File: src/rtl/core/lcs3_pkg.sv
`timescale 1ns / 1ps
// ----------------------------------------------------------------------------
// lcs3_pkg
// Shared constants, command codes and the cell-to-cell record of the
// three-string LCS engine.
// ----------------------------------------------------------------------------
package lcs3_pkg;

  localparam int MAX_LEN = 32;
  localparam int IDX_W   = (MAX_LEN > 1) ? $clog2(MAX_LEN) : 1;
  localparam int CNT_W   = $clog2(MAX_LEN + 1);
  localparam int DRN_W   = $clog2(MAX_LEN + 2);
  localparam int SYM_W   = 8;
  localparam int VAL_W   = 6;

  typedef enum logic [1:0] {
    FUNC_LOAD_FIRST  = 2'd0,
    FUNC_LOAD_SECOND = 2'd1,
    FUNC_LOAD_THIRD  = 2'd2,
    FUNC_COMPUTE     = 2'd3
  } func_t;

  // One (i, j) pair travelling down the row of cells.
  typedef struct packed {
    logic             valid;
    logic             last;
    logic             first_row;
    logic [IDX_W-1:0] jidx;
    logic [SYM_W-1:0] a;
    logic [SYM_W-1:0] b;
    logic [VAL_W-1:0] left;
    logic [VAL_W-1:0] diag;
  } lcs3_pipe_t;

endpackage

File: src/rtl/core/lcs3_cell.sv
`timescale 1ns / 1ps
// ----------------------------------------------------------------------------
// lcs3_cell
// One column k of the LCS table: holds the column for all j of the current
// plane and computes one table entry per cycle.
// ----------------------------------------------------------------------------
module lcs3_cell (
  input  logic                      clk,
  input  logic                      rst,
  input  logic [lcs3_pkg::SYM_W-1:0] c,
  input  lcs3_pkg::lcs3_pipe_t      pin,
  output lcs3_pkg::lcs3_pipe_t      pout
);
  import lcs3_pkg::*;

  logic [VAL_W-1:0] col [MAX_LEN];
  logic [VAL_W-1:0] self_prev;
  logic [VAL_W-1:0] up_last;
  logic [VAL_W-1:0] old;
  logic [VAL_W-1:0] side;
  logic [VAL_W-1:0] best;
  logic [VAL_W-1:0] val;
  logic             jfirst;
  logic             match;

  always_comb begin
    old    = pin.first_row ? '0 : col[pin.jidx];
    jfirst = (pin.jidx == '0);
    side   = jfirst ? '0 : self_prev;
    match  = (pin.a == pin.b) && (pin.a == c);
    best   = old;
    if (pin.left > best) begin
      best = pin.left;
    end
    if (side > best) begin
      best = side;
    end
    val = match ? pin.diag + VAL_W'(1) : best;
  end

  always_ff @(posedge clk) begin
    if (pin.valid) begin
      col[pin.jidx] <= val;
      self_prev     <= val;
      up_last       <= old;
    end
  end

  // Only the valid bit is reset; the payload follows it.
  always_ff @(posedge clk) begin
    if (rst) begin
      pout.valid <= 1'b0;
    end else begin
      pout.valid <= pin.valid;
    end
    pout.last      <= pin.last;
    pout.first_row <= pin.first_row;
    pout.jidx      <= pin.jidx;
    pout.a         <= pin.a;
    pout.b         <= pin.b;
    pout.left      <= val;
    pout.diag      <= jfirst ? '0 : up_last;
  end

endmodule

File: config.mk
export PLATFORM = sky130hd
export DESIGN_NAME = lcs3_cell
export DESIGN_NICKNAME = d
export VERILOG_FILES = /design/src/rtl/core/lcs3_pkg.sv /design/src/rtl/core/lcs3_cell.sv
export SDC_FILE = /design/constraint.sdc
export NUM_CORES = 1
export LEC_CHECK = 0
export ABC_AREA = 0
export BUFFER_PORTS_ARGS = -buffer_cell sky130_fd_sc_hd__buf_2
export CORE_ASPECT_RATIO = 1.1
export CORE_MARGIN = 2
export CORE_UTILIZATION = 40
export DETAILED_ROUTE_END_ITERATION = 16
export PLACE_DENSITY_LB_ADDON = 0.25
export SLEW_MARGIN = 5
export SYNTH_ARGS = -nofsm -noshare
export SYNTH_HDL_FRONTEND = slang
export SYNTH_SLANG_ARGS = --single-unit
File: constraint.sdc
create_clock -name clk -period 12.4 [get_ports clk]
set_input_delay 0.62 -clock clk [delete_from_list [all_inputs] [get_ports clk]]
set_output_delay 0.62 -clock clk [all_outputs]
set_load 0.1 [all_outputs]
==> results.py, run 1 <==
metrics = {
    "outcome": {
        "status": "completed",
    },
    "sta": {
        "skew_ps": 15.54,
        "setup_viol": 0,
        "layout_worst_path_cycle_share_pct": 56.44,
        "hold_violations": 0,
        "fmax_mhz": 142.9,
        "slew-limit-headroom_pct": 28.38,
        "setup_ws_ps": 5402,
        "rsz0062_at_grt": "false",
        "tns_ps": 0,
        "tightestPinTransition_ps": 1064,
        "drv_slew": 0,
        "period_needed_ps": 6998,
    },
    "logic_synthesis": {
        "yosysSeqAreaShare_pct": 71.19,
        "synth_edf_count": 204,
        "synth_nets": 673,
        "netlist_area_um2": 9617,
        "ys_async_sr_fraction_pct": 0,
        "ys_ff_latch": 240,
        "avgSynthCellArea_um2": 15.66,
        "ys_types": 46,
        "dominantRegCellSynth": "edfxtp_1",
        "synthCells": 614,
        "synth_warnings": 0,
    },
    "grt": {
        "grt_pass1_wl_um": 32200,
        "overflow": 0,
        "grt_use_total_pct": 16.34,
        "grt_max_degree": 58,
        "grt_pass1_vias": 5686,
        "antenna_found_initial": 0,
    },
    "critical_path": {
        "reg2reg_from": "col[26][5]",
        "max_stage_delay_ps": 830,
        "crit_slowest_cell": "buf_4",
        "worstPathArrival_ps": 7340,
        "cp-end-kind": "flip-flop",
        "crit_top_cell": "buf_4",
        "reg2reg_to": "col[11][0]",
        "cp.required_ps": 12740,
        "path_cells": "buf_4, buf_4, mux2i_1, o22ai_1, nor4_1, a21o_1, ha_1, a21oi_1, a21boi_0, o32a_1, a211o_1, a21boi_0, ha_1, a21oi_1, o21ai_0, o21a_1, nor2_1, a31oi_2, buf_4",
        "crit_fanout": 57,
        "worst-setup-path-type": "input pin to flip-flop",
        "r2r_setup_slack_ps": 6530,
        "worstRegToRegCells": 16,
        "crit_path_start_kind": "input pin",
    },
    "clock_tree": {
        "cts_tree": "done",
        "ctsHoldBuffers": 0,
        "clk_pin_slew_ps": 60,
        "cts_root_buf": "clkbuf_16",
        "cts-resized-gates": 0,
        "cts_buffer_depth": 3,
        "cts_buffers": 24,
        "post-cts-setup-buffers": 0,
        "htreeDepth": 1,
        "clk_latency_ps": 520,
        "cts.sinks": 240,
    },
    "placed_design": {
        "gp_congestion": 0.8033,
        "pre_cts_ws_ps": 4801,
        "port_buffers": 81,
        "placedCellCount": 978,
        "dp_hpwl_um": 13810,
    },
    "die": {
        "die-area_um2": 25300,
        "die_w_um": 151.8,
        "io_pins": 82,
        "start_util_pct": 40.71,
        "die_h_um": 166.6,
        "core_area_um2": 23620,
        "row_count": 59,
    },
    "final_layout": {
        "fill_cells": 2059,
        "instances_no_fill": 1022,
        "area_growth_pct": 15.37,
        "drive_gt1_share_pct": 18.55,
        "insertedDiodeCount": 0,
        "nets": 759,
    },
    "route": {
        "drc": 0,
        "wire_per_inst_um": 20.38,
        "via_per_inst": 5.403,
        "routed_wl_um": 20830,
        "vias": 5522,
        "dr.pass1.iters": 5,
        "drtIter0Drc": 381,
        "final_antenna_net_count": 0,
    },
    "hold_path": {
        "min_from": "pin[34]",
        "hold_class": "input pin to flip-flop",
        "holdPathEnd": "pout[34]",
        "hold_path_depth": 1,
    },
    "power_and_ir_drop": {
        "p_int_w": 0.001662,
        "max-vdd-ir-drop_v": 0.0001139,
        "power_frac_comb_pct": 24.2,
        "clock_power_share_pct": 28.2,
        "seqPwrFrac_pct": 47.6,
        "p_per_area_nw_per_um2": 217.2,
        "sw_frac_of_total_pct": 31.02,
        "total_power_w": 0.002409,
        "leakage_nw": 4.028,
        "switchingPower_w": 0.0007475,
    },
    "flow_run": {
        "maxCapViolations": 0,
    },
}
## state kept, by name (all words and copies together) (netlist names)
signal,count
col,192
pout,36
self_prev,6
up_last,6
## layer usage
metal / GRT usage, % / vias to the layer above / part of all wire, %
met2: 28.73 / 180 / 50
met5: 0 / - / 0
met4: 5.933 / 0 / 3.0
met3: 3.097 / 38 / 6.2
met1: 20.09 / 2711 / 41
li1: - / 2593 / -
## layout by cell type, fill, tap and decap left out, types with 5 or more instances in the layout
master and count:
a211o_1 6, a21o_1 5, a21oi_1 5, and2_1 5, and3_1 8, buf_2 80
buf_4 8, clkbuf_1 11, clkbuf_16 25, dfxtp_1 36, edfxtp_1 204, ha_1 13
inv_1 12, mux2i_1 99, nand2_1 9, nand3_1 5, nand4bb_1 6, nor2_1 31
nor2b_1 10, nor3_1 12, nor4_1 12, o22ai_1 51
## power by group through the flow
stage | logic [W] | registers [W] | clock network [W]
detailed placement | 0.000579 | 0.00117 | 0
CTS | 0.000580 | 0.00115 | 0.000695
floorplan | 0.000232 | 0.00129 | 0
global placement | 0.000561 | 0.00116 | 0
finish | 0.000583 | 0.00115 | 0.000679
global route | 0.000632 | 0.00115 | 0.000725
## per-stage QoR
step                instance area, um2  hold slack (ps)  utilization (%)
floorplan                         9617            428.5                -
global placement                 10340            435.5            43.78
detailed placement               10340            444.4            43.78
CTS                              11080            187.2            46.90
global route                     11090            191.3            46.97
finish                           11090            209.2            46.97
## cell usage after synthesis, types with 6 or more instances
| library cell | n | share of area [%] |
|---|---|---|
| inv_1 | 12 | 0.47 |
| a211o_1 | 6 | 0.55 |
| nor3_1 | 12 | 0.62 |
| nand4bb_1 | 6 | 0.70 |
| ha_1 | 13 | 1.7 |
| o22ai_1 | 51 | 3.3 |
| mux2i_1 | 99 | 10 |
| buf_2 | 17 | 0.88 |
| edfxtp_1 | 204 | 64 |
| nor2b_1 | 10 | 0.65 |
| nor2_1 | 31 | 1.2 |
| and3_1 | 8 | 0.52 |
| nand2_1 | 9 | 0.35 |
| nor4_1 | 13 | 0.85 |
| dfxtp_1 | 36 | 7.5 |
## kinds of logic after synthesis
group	after synthesis	share of synthesized area, %
xor+xnor	4	0.3644
fa+ha+maj	13	1.691
compound gates	91	6.492
flops	240	71.19
mux	99	10.30
buf+inv	41	2.173
simple gates	126	7.780
## worst max-delay path, delay by kind of cell
kind / cells / cell delay, ps
muxes: 1 / 270
buffers and inverters: 3 / 1810
adders and majority gates: 2 / 620
AOI/OAI and AO/OA: 11 / 3170
and+or+nand+nor: 2 / 810
## worst max path at each step
stage / start / to / slack (ps)
5_1_grt: pin[29] / col[11][0] / 4940
3_3_place_gp: pin[29] / col[20][4] / 4920
6_report: pin[29] / col[11][0] / 5400
2_1_floorplan: pin[29] / col[0][1] / 6870
3_5_place_dp: pin[29] / col[22][4] / 4800
4_1_cts: pin[29] / col[27][4] / 5320
## cell type report
type	count	area, um2	area share, %
timing repair buffer	89	475.5	4.286
tap	305	381.6	3.440
clock buffer	37	680.7	6.135
sequential	240	6847	61.71
multi-input combinational	333	2609	23.51
clock inverter	6	56.30	0.5075
inverter	12	45.04	0.4060
No activity file was read; power rests on OpenSTA's default activity.
==> run 2: changes to the inputs <==
==> constraint.sdc (replaced) <==
create_clock -name clk -period 5.81 [get_ports clk]
set_input_delay 0.2905 -clock clk [delete_from_list [all_inputs] [get_ports clk]]
set_output_delay 0.2905 -clock clk [all_outputs]
set_load 0.1 [all_outputs]
==> run 2 against run 1 <==
  * Power rose by 120%
  * Sequential share of layout area fell by 4.7 points
  * Die area did not move
  * Critical path depth rose by 1
  * Register-to-register slack got worse by 5800 ps
  * Clock power rose by 110%
  * Routed wire length rose by 3.4%
  * First-iteration DRC count rose by 27%
  * Final cell count rose by 9.8%
  * Critical path type unchanged
  * Critical endpoint is now col[20][3]
  * Largest power group unchanged
  * Highest routed layer unchanged
==> results.py, run 2 (synthesized netlist as in run 1, its figures left out) <==
metrics = {
    "critical_path": {
        "cp.required_ps": 6170,
        "cp.depth": 20,
        "crit_path_start_kind": "input pin",
        "max_stage_delay_ps": 600,
        "r2r_setup_slack_ps": 690,
        "worst-setup-path-type": "input pin to flip-flop",
        "worst-path-buf-inv": 4,
        "path_delay_family": "compound AO/OA/AOI/OAI gates",
        "cp-end-kind": "flip-flop",
        "crit_fanout": 20,
        "reg2reg_to": "col[20][3]",
        "worstRegToRegCells": 18,
        "reg2reg_from": "col[26][4]",
        "crit_top_cell": "buf_4",
        "worstPathArrival_ps": 5480,
        "crit_slowest_cell": "a211oi_4",
        "path_cells": "buf_4, buf_4, mux2i_1, o22ai_1, nor4_1, buf_4, a21o_1, ha_1, a21oi_1, a21boi_0, o32a_1, a211o_1, a21boi_0, ha_1, nand4_1, or2_2, o21a_1, nor3b_1, a211oi_4, buf_8",
    },
    "placed_design": {
        "placed_area_um2": 11040,
        "pre_cts_ws_ps": -294.6,
        "dp_hpwl_um": 15120,
        "gp_congestion": 0.8182,
        "port_buffers": 81,
    },
    "clock_tree": {
        "cts_buffer_depth": 3,
        "clk_pin_slew_ps": 60,
        "htreeDepth": 1,
        "clk_latency_ps": 520,
        "post-cts-setup-buffers": 0,
        "cts_root_buf": "clkbuf_16",
        "cts_buffers": 25,
        "cts_tree": "done",
        "cts.sinks": 240,
    },
    "grt": {
        "antenna_found_initial": 0,
        "grt_use_total_pct": 16.95,
        "grt_pass1_vias": 6036,
        "grt_max_degree": 35,
        "overflow": 0,
        "grt_pass1_wl_um": 33740,
    },
    "route": {
        "routed_wl_um": 21530,
        "vias": 5879,
        "final_antenna_net_count": 0,
        "drc": 0,
        "via_per_inst": 5.240,
        "drtIter0Drc": 482,
        "wire_per_inst_um": 19.19,
        "dr.pass1.iters": 5,
    },
    "die": {
        "start_util_pct": 40.71,
        "die_h_um": 166.6,
        "core_area_um2": 23620,
        "die_w_um": 151.8,
        "row_count": 59,
        "io_pins": 82,
        "die-area_um2": 25300,
    },
    "sta": {
        "slew-limit-headroom_pct": 21.01,
        "setup_viol": 0,
        "fmax_mhz": 195.3,
        "rsz0062_at_grt": "false",
        "layout_worst_path_cycle_share_pct": 88.13,
        "hold_violations": 0,
        "skew_ps": 12.24,
        "setup_ws_ps": 689.9,
        "drv_slew": 0,
        "tightestPinTransition_ps": 1176,
        "tns_ps": 0,
        "period_needed_ps": 5120,
    },
    "final_layout": {
        "insertedDiodeCount": 0,
        "mostFrequentLayoutCell": "edfxtp_1",
        "ff_latch_area_um2": 6847,
        "area_growth_pct": 24.82,
        "final_cell_mix": "edfxtp_1, mux2i_1, buf_2",
        "largest_reg_flops": 192,
        "regMostFlops": "col",
        "top_regs": "col x192, pout x36",
        "fin_area_um2": 12000,
        "fill_cells": 1992,
        "drive_gt1_share_pct": 27.17,
        "nets": 859,
        "multi_input_area_um2": 2609,
    },
    "hold_path": {
        "hold_path_depth": 1,
        "holdPathEnd": "pout[28]",
        "min_from": "pin[28]",
        "hold_class": "input pin to flip-flop",
    },
    "power_and_ir_drop": {
        "p_per_area_nw_per_um2": 440.1,
        "leakage_nw": 4.520,
        "max-vdd-ir-drop_v": 0.0001842,
        "total_power_w": 0.005283,
    },
    "outcome": {
        "status": "completed",
    },
    "flow_run": {
        "maxCapViolations": 0,
    },
}
## run 2: cell count changes in the layout (fill, tap and decap cells not counted), sizes merged
| cell | change |
|---|---|
| buf | +81 |
| bufinv | -1 |
| clkbuf | -7 |
| clkinv | +6 |
| clkinvlp | +3 |
| dlygate4sd3 | +18 |
## run 2: area by class of cell
class                   instances  share of cell area [%]
repair buffers                188                   11.49
flip-flops and latches        240                   57.04
inverters                      12                  0.3752
clock inverters                14                  0.6567
multi-input cells             333                   21.73
clock buffers                  30                   5.535
well taps                     305                   3.179
## run 2: through the flow
stage	utilization (%)	hold WS, ps	instances
final	50.82	21.24	1122
after global routing	50.82	16.17	1122
after CTS	50.63	6.032	1119
after detailed placement	46.72	397.3	1057
after global placement	46.72	392.5	1057
after floorplan	-	318.2	614
## run 2: where the power goes
| group | switching (W) | internal [W] | leakage, nW |
|---|---|---|---|
| combinational | 0.000992 | 0.000409 | 2.00 |
| clock | 0.000626 | 0.000813 | 0.363 |
| sequential | 0.0000230 | 0.00242 | 2.15 |
| total | 0.00164 | 0.00364 | 4.52 |
## run 2: repair_timing
| action | CTS | global route |
|---|---|---|
| hold buffers | 18 | 0 |
| hold endpoints to repair | 18 | 0 |
| resized for setup | 0 | 0 |
## run 2: worst max-delay path by stage
stage / from / to / slack (ps)
floorplan: pin[29] / col[0][1] / 610
global placement: pin[29] / col[20][3] / -140
detailed placement: pin[29] / col[22][3] / -290
CTS: pin[29] / col[26][4] / 250
global route: pin[29] / col[20][3] / 290
finish: pin[29] / col[20][3] / 690
## run 2: layer usage
metal  vias to the layer above  track usage [%]  wire length [um]
li1                       2802                -                 -
met1                      2891            22.36              9441
met2                       152            29.04             10620
met3                        34            2.862              1022
met4                         0            4.754               454
met5                         -                0                 0
